===== config.mk =====
export PLATFORM = sky130hd
export DESIGN_NAME = sbasfc_chunk_out
export DESIGN_NICKNAME = d
export VERILOG_FILES = /design/src/rtl/sbasfc_pkg.sv /design/src/rtl/sbasfc_chunk_out.sv
export SDC_FILE = /design/constraint.sdc
export NUM_CORES = 1
export LEC_CHECK = 0
export BUFFER_PORTS_ARGS = -buffer_cell sky130_fd_sc_hd__buf_2
export CORE_MARGIN = 3
export CORE_UTILIZATION = 45
export CTS_CLUSTER_DIAMETER = 200
export DETAILED_ROUTE_END_ITERATION = 8
export GPL_TIMING_DRIVEN = 0
export PLACE_DENSITY = 0.75
export SYNTH_ARGS = -nofsm -noshare
export SYNTH_HDL_FRONTEND = slang
export SYNTH_SLANG_ARGS = --single-unit

===== constraint.sdc =====
create_clock -name clk_i -period 1.61 [get_ports clk_i]
set_input_delay 0.0805 -clock clk_i [delete_from_list [all_inputs] [get_ports clk_i]]
set_output_delay 0.0805 -clock clk_i [all_outputs]
set_load 0.01 [all_outputs]

===== src/rtl/sbasfc_pkg.sv =====
`default_nettype none

package sbasfc_pkg;

  // Frame geometry
  localparam int unsigned FrameWords = 8;
  localparam int unsigned WordW      = 32;
  localparam int unsigned MsgW       = FrameWords * WordW;
  localparam int unsigned SlotW      = $clog2(FrameWords);
  localparam int unsigned CntW       = 4;
  localparam int unsigned CrcW       = 24;
  localparam int unsigned PrnW       = 8;
  localparam int unsigned TowW       = 30;
  localparam int unsigned TypeW      = 6;
  localparam int unsigned SenderW    = 16;
  localparam int unsigned ChunkW     = 64;
  localparam int unsigned ChunkIdxW  = 2;

  // Message bit positions (bit 0 is the first transmitted bit)
  localparam int unsigned PayloadStart = 14;
  localparam int unsigned DataBits     = 226;
  localparam int unsigned PayloadW     = DataBits - PayloadStart;
  localparam int unsigned TailW        = PayloadW - 3 * ChunkW;
  localparam int unsigned LastSlotBits = DataBits - WordW * (FrameWords - 1);

  // Word counter limits
  localparam logic [CntW-1:0] CntMax     = 4'd15;
  localparam logic [CntW-1:0] CntFull    = CntW'(FrameWords);
  localparam logic [CntW-1:0] CntFullPl1 = CntW'(FrameWords + 1);
  localparam logic [CntW-1:0] CntLastIdx = CntW'(FrameWords - 1);

  // Preamble bytes
  localparam logic [7:0] PreambleA = 8'h53;
  localparam logic [7:0] PreambleB = 8'h9A;
  localparam logic [7:0] PreambleC = 8'hC6;

  // CRC-24Q, polynomial 0x1864CFB without its top term
  localparam logic [CrcW-1:0] CrcPoly = 24'h864CFB;

  // Register indexes and reset values
  localparam logic CfgFirstPrn = 1'b0;
  localparam logic CfgPrnCount = 1'b1;
  localparam logic [PrnW-1:0] FirstPrnRst = 8'd120;
  localparam logic [PrnW-1:0] PrnCountRst = 8'd19;

  // Chunk codes
  localparam logic [ChunkIdxW-1:0] ChunkFirst = 2'd0;
  localparam logic [ChunkIdxW-1:0] ChunkTwo   = 2'd1;
  localparam logic [ChunkIdxW-1:0] ChunkThree = 2'd2;
  localparam logic [ChunkIdxW-1:0] ChunkLast  = 2'd3;

  // Validated frame handed to the result stage
  typedef struct packed {
    logic [PrnW-1:0]     prn;
    logic [TowW-1:0]     tow;
    logic [TypeW-1:0]    mtype;
    logic [SenderW-1:0]  sender;
    logic [PayloadW-1:0] payload;
  } sbasfc_result_t;

  // Parallel CRC-24Q over one word, MSB first; short_word covers only the
  // leading bits of the final slot
  function automatic logic [CrcW-1:0] crc24q_word(logic [CrcW-1:0] crc_in,
                                                  logic [WordW-1:0] word,
                                                  logic short_word);
    logic [CrcW-1:0] crc;
    logic            fb;
    crc = crc_in;
    for (int i = 0; i < WordW; i++) begin
      if (!short_word || (i < LastSlotBits)) begin
        fb  = crc[CrcW-1] ^ word[WordW-1-i];
        crc = {crc[CrcW-2:0], 1'b0} ^ (fb ? CrcPoly : '0);
      end
    end
    return crc;
  endfunction

endpackage

`default_nettype wire


===== src/rtl/sbasfc_chunk_out.sv =====
`default_nettype none

module sbasfc_chunk_out
  import sbasfc_pkg::*;
(
  input  wire                       clk_i,
  input  wire                       rst_ni,
  input  wire                       load_i,
  input  sbasfc_result_t            result_i,
  output logic                      busy_o,
  output logic                      out_valid_o,
  input  wire                       out_stall_i,
  output logic [PrnW-1:0]           prn_out_o,
  output logic [TowW-1:0]           tow_out_o,
  output logic [TypeW-1:0]          msg_type_o,
  output logic [SenderW-1:0]        sender_out_o,
  output logic [ChunkIdxW-1:0]      chunk_index_o,
  output logic [ChunkW-1:0]         payload_chunk_o,
  output logic                      last_chunk_o
);

  logic                 valid_q;
  logic [ChunkIdxW-1:0] chunk_q;
  sbasfc_result_t       res_q;

  // Advance through the four chunks; a new frame must only be loaded when empty (not enforced here)
  always_ff @(posedge clk_i or negedge rst_ni) begin
    if (!rst_ni) begin
      valid_q <= 1'b0;
      chunk_q <= ChunkFirst;
    end else if (load_i) begin
      valid_q <= 1'b1;
      chunk_q <= ChunkFirst;
    end else if (valid_q && !out_stall_i) begin
      if (chunk_q == ChunkLast) begin
        valid_q <= 1'b0;
      end else begin
        chunk_q <= chunk_q + 2'd1;
      end
    end
  end

  // Hold the frame contents
  always_ff @(posedge clk_i) begin
    if (load_i) begin
      res_q <= result_i;
    end
  end

  // Select the current chunk, MSB first
  always_comb begin
    unique case (chunk_q)
      ChunkFirst: payload_chunk_o = res_q.payload[PayloadW-1 -: ChunkW];
      ChunkTwo:   payload_chunk_o = res_q.payload[PayloadW-1-ChunkW -: ChunkW];
      ChunkThree: payload_chunk_o = res_q.payload[PayloadW-1-2*ChunkW -: ChunkW];
      ChunkLast:  payload_chunk_o = {{(ChunkW-TailW){1'b0}}, res_q.payload[TailW-1:0]};
      default:    payload_chunk_o = '0;
    endcase
  end

  assign busy_o         = valid_q;
  assign out_valid_o    = valid_q;
  assign prn_out_o      = res_q.prn;
  assign tow_out_o      = res_q.tow;
  assign msg_type_o     = res_q.mtype;
  assign sender_out_o   = res_q.sender;
  assign chunk_index_o  = chunk_q;
  assign last_chunk_o   = (chunk_q == ChunkLast);

endmodule

`default_nettype wire


==> impl_metrics.toml, run 1 <==
[synthesis]
synthMuxAreaShare = 0.02177
synth_top_family_by_area = "compound AO/OA/AOI/OAI gates"
synth_cells = 571
yosys_warnings = 0
synth_compound_gate_area_share = 0.07454
synth-seq-area-share = 0.8103
syn-mean-instance-area_sq_um = 17.81
synth_fp_nets = 851
synthAdderAreaFrac = 0.004920
synth_xor_area_frac = 0
ys_ff_latch = 275
synth.distinct_cells = 19
synth-simple-area-share = 0.01980
netlist_area_sq_um = 10170

[placement]
place_inst = 1257
place_hpwl_um = 17830
place_congestion = 0.8078
port_buffers = 404

[clock_tree]
cts_hold_buf = 264
cts_num_sinks = 275
post_cts_buffers = 8
numCtsBuffers = 28
htreeDepth = 1
ctsResizeCount = 71
clockBufferDepth = 3
clockRootBuffer = "clkbuf_16"

[run_status]
error = "[ERROR RSZ-0060] Max buffer count reached."
status = "aborted with a tool error"
failed_stage = "4_1_cts"

[floorplanning]
die_x_um = 156.4
floorplan.initialDensity = 0.4618
die_h_um = 156.4
io_pins = 405
rows = 54
-- synth_stat cells --
cell / instances / share of area
nor2_1: 1 / 0.00037
nand2_1: 44 / 0.016
nor3b_1: 1 / 0.00074
a22oi_1: 44 / 0.032
nor2b_1: 1 / 0.00062
nand2b_1: 3 / 0.0018
edfxtp_1: 272 / 0.80
mux2i_1: 21 / 0.021
buf_4: 64 / 0.047
a222oi_1: 20 / 0.020
a21o_1: 1 / 0.00074
inv_1: 22 / 0.0081
ha_1: 4 / 0.0049
clkbuf_1: 7 / 0.0026
dfrtp_1: 3 / 0.0074
buf_6: 3 / 0.0033
o21ai_0: 44 / 0.022
buf_2: 15 / 0.0074
mux2_2: 1 / 0.0011
-- cells by family after synthesis --
family	Yosys count
AO/OA/AOI/OAI	109
adder cells (fa/ha/maj)	4
buffers and inverters	111
AND/OR/NAND/NOR	50
multiplexers	22
flip-flops	275
-- per-stage QoR --
stage	hold slack, ns	setup TNS [ns]	utilization	cell area, sq um	setup slack, ns
floorplan	-0.2151	0	-	10170	0.09088
global placement	-0.1208	-879.87	0.5695	12540	-3.209
detailed placement	-0.1142	-41.70	0.5725	12610	-0.4609
==> inputs of run 2 (changes only) <==
- CORE_UTILIZATION: 45 -> 30
- CTS_CLUSTER_DIAMETER: 200 -> default
- PLACE_DENSITY: 0.75 -> default
- PLACE_DENSITY_LB_ADDON: default -> 0.15
==> run 2 against run 1 <==
  * The flow now finishes, with violations (negative hold slack, negative setup slack)
  * Area after synthesis stayed put
  * Synthesized cell count did not move
==> impl_metrics.toml, run 2 <==
[clock_tree]
clk_pin_slew_ns = 0.06
cts_hold_buf = 275
clockBufferDepth = 3
clockRootBuffer = "clkbuf_16"
insertion_delay_ns = 0.55
numCtsBuffers = 30
cts_tree = "done"
cts_num_sinks = 275
htreeDepth = 1

[detailed_routing]
drt_iter0_markers = 339
vias = 7534
wl_per_cell_um = 16.77
drtPass1Iterations = 7
drc_errors = 0
vias_per_cell = 4.273
routed_wl_um = 29570
drtAntennaViolNets = 0

[global_routing]
grt_usage = 0.1554
grt_max_degree = 119
grt_first_pass_wirelength_um = 44390
antenna_found_initial = 2
grt_pass1_vias = 8110
overflow = 0

[synthesis]
synth_top_area_share = 0.8030
synth_edf_count = 272
synth_commonest_cells = "272 x edfxtp_1, 64 x buf_4, 44 x a22oi_1, 44 x nand2_1, 44 x o21ai_0"
synth_top_area_cell = "edfxtp_1"
synth_fp_nets = 851
synth.distinct_cells = 19
async_flop_share = 0.01091
yosys_warnings = 0
synth_cells = 571
synthMostInstantiatedCell = "edfxtp_1"
synth_ff_type = "edfxtp_1"
syn-mean-instance-area_sq_um = 17.81
netlist_area_sq_um = 10170
synth.area.top_cells = "edfxtp_1 80%, buf_4 4.7%, a22oi_1 3.2%, o21ai_0 2.2%, mux2i_1 2.1%"
synth-seq-area-share = 0.8103
ys_ff_latch = 275

[floorplanning]
rows = 66
die_h_um = 190.1
die-area_sq_um = 36150
floorplan.initialDensity = 0.3087
die_x_um = 190.1
io_pins = 405
coreArea_sq_um = 32950

[final_layout]
layout_commonest_cell = "buf_2"
finalNetCount = 1577
mostFrequentLayoutCells = "401 x buf_2, 275 x dlygate4sd3_1, 272 x edfxtp_1"
largest_reg_flops = 212
fillers = 2774
fin_util = 0.5162
area_growth_pct = 67.20
largest_register = "res_q"
drive_above_1_share = 0.4390

[power_and_ir_drop]
pwr-share-comb = 0.171
power_mw = 18.09
switching_share = 0.2365
switchingPower_mw = 4.279
power.density_nw_per_um2 = 1064
clkPwrFrac = 0.349
p_int_mw = 13.81
seq_power_share = 0.479
ir_worst_vdd_v = 0.0008309
p_leak_nw = 7.104

[timing]
max_freq_mhz = 464.5
rsz0062_at_grt = "true"
period_share = 1.337
tightest_slew_ns = 0.6453
skew_ns = 0.0001260
relSlewSlack = 0.5698
fin_ws_ns = -0.5429
hold_violations = 52
slew_violations = 0
period_needed_ns = 2.153
finalSetupViolCount = 64
fin_hold_ws_ns = -0.05382
fin_tns_setup_ns = -29.36

[placement]
post-place-ws_ns = -0.5720
port_buffers = 404
place_congestion = 0.7196
place_hpwl_um = 19010

[setup_path]
worstPathRequired_ns = 1.53
endpoint_kind = "output port"
cp_data_arrival_time_ns = 2.07
crit_fanout = 6
critPathKind = "flip-flop to output port"
startpoint_type = "flip-flop"

[flow_run]
cap_violations = 0

[run_status]
status = "complete, but fails checks"
violations = "negative hold slack, negative setup slack"

[worst_hold_path]
hp-class = "primary input to flip-flop"
==> run 2: cell counts after synthesis <==
No cell type changed its count.
==> run 2: per-layer routing <==
layer	global-route usage	share of wire	vias up
li1	-	-	3611
met1	0.1903	0.40	3584
met2	0.2759	0.51	286
met3	0.03575	0.065	51
met4	0.04234	0.025	2
met5	0	0.00044	-
==> run 2: per-stage QoR <==
step | instances | area [sq um] | hold WS (ns)
6_report | 1763 | 17010 | -0.05382
3_5_place_dp | 1419 | 12810 | -0.1176
5_1_grt | 1762 | 17010 | -0.05838
3_3_place_gp | 1417 | 12750 | -0.1183
4_1_cts | 1754 | 16780 | -0.07000
2_1_floorplan | 571 | 10170 | -0.2151
==> run 2: critical path: stages (launching register included) <==
cell and delay [ns]:
dfrtp_2 0.41, inv_4 0.06, ha_4 0.22, buf_16 0.15, buf_4 0.13, a222oi_1 0.29
mux2i_1 0.11, buf_2 0.15
==> run 2: cells by family after synthesis <==
family	share of synthesized area
adder cells (fa/ha/maj)	0.004920
AO/OA/AOI/OAI	0.07454
flip-flops	0.8103
buffers and inverters	0.06863
multiplexers	0.02177
AND/OR/NAND/NOR	0.01980
==> run 2: area by class of cell <==
cell class | count | area [sq um] | share of cell area
diodes | 2 | 5.005 | 0.0002943
plain buffers | 88 | 815.8 | 0.04797
clock buffers | 37 | 798.3 | 0.04694
clock inverters | 17 | 98.84 | 0.005812
inverters | 22 | 85.08 | 0.005003
multi-input cells | 185 | 1378 | 0.08100
flip-flops and latches | 275 | 8245 | 0.4848
well taps | 442 | 553.0 | 0.03252
repair buffers | 695 | 5029 | 0.2957
==> run 2: worst paths after layout <==
path                                              start                            to  cells past startpoint  slack [ns]
setup / recovery           chunk_index_o[0]$_DFFE_PN0P_            payload_chunk_o[7]                      7       -0.54
hold / removal                                   load_i          res_q[196]$_DFFE_PP_                      1       -0.05
setup reg to reg           chunk_index_o[0]$_DFFE_PN0P_  chunk_index_o[0]$_DFFE_PN0P_                      3        0.19
hold reg to reg                      busy_o$_DFFE_PN0P_            busy_o$_DFFE_PN0P_                      1        0.59
max in group asynchronous                        rst_ni  chunk_index_o[1]$_DFFE_PN0P_                      3        1.04
min in group asynchronous                        rst_ni  chunk_index_o[0]$_DFFE_PN0P_                      3        0.41
==> run 2: power by group through the flow <==
stage                     combinational, mW  sequential, mW  clock (mW)
after floorplan                        1.00            8.76           0
after global placement                 2.18            8.85           0
after detailed placement               2.20            8.80           0
after CTS                              2.98            8.66        6.54
after global routing                   3.38            8.72        6.82
final                                  3.10            8.67        6.32
==> run 2: timing repair <==
action	CTS	global route
endpoints found under the hold margin	330	52
gates cloned	1	2
setup endpoints to repair	66	65
resized for setup	88	58
pin swaps	15	14
setup buffers	5	6
No activity file was read; power rests on OpenSTA's default activity.
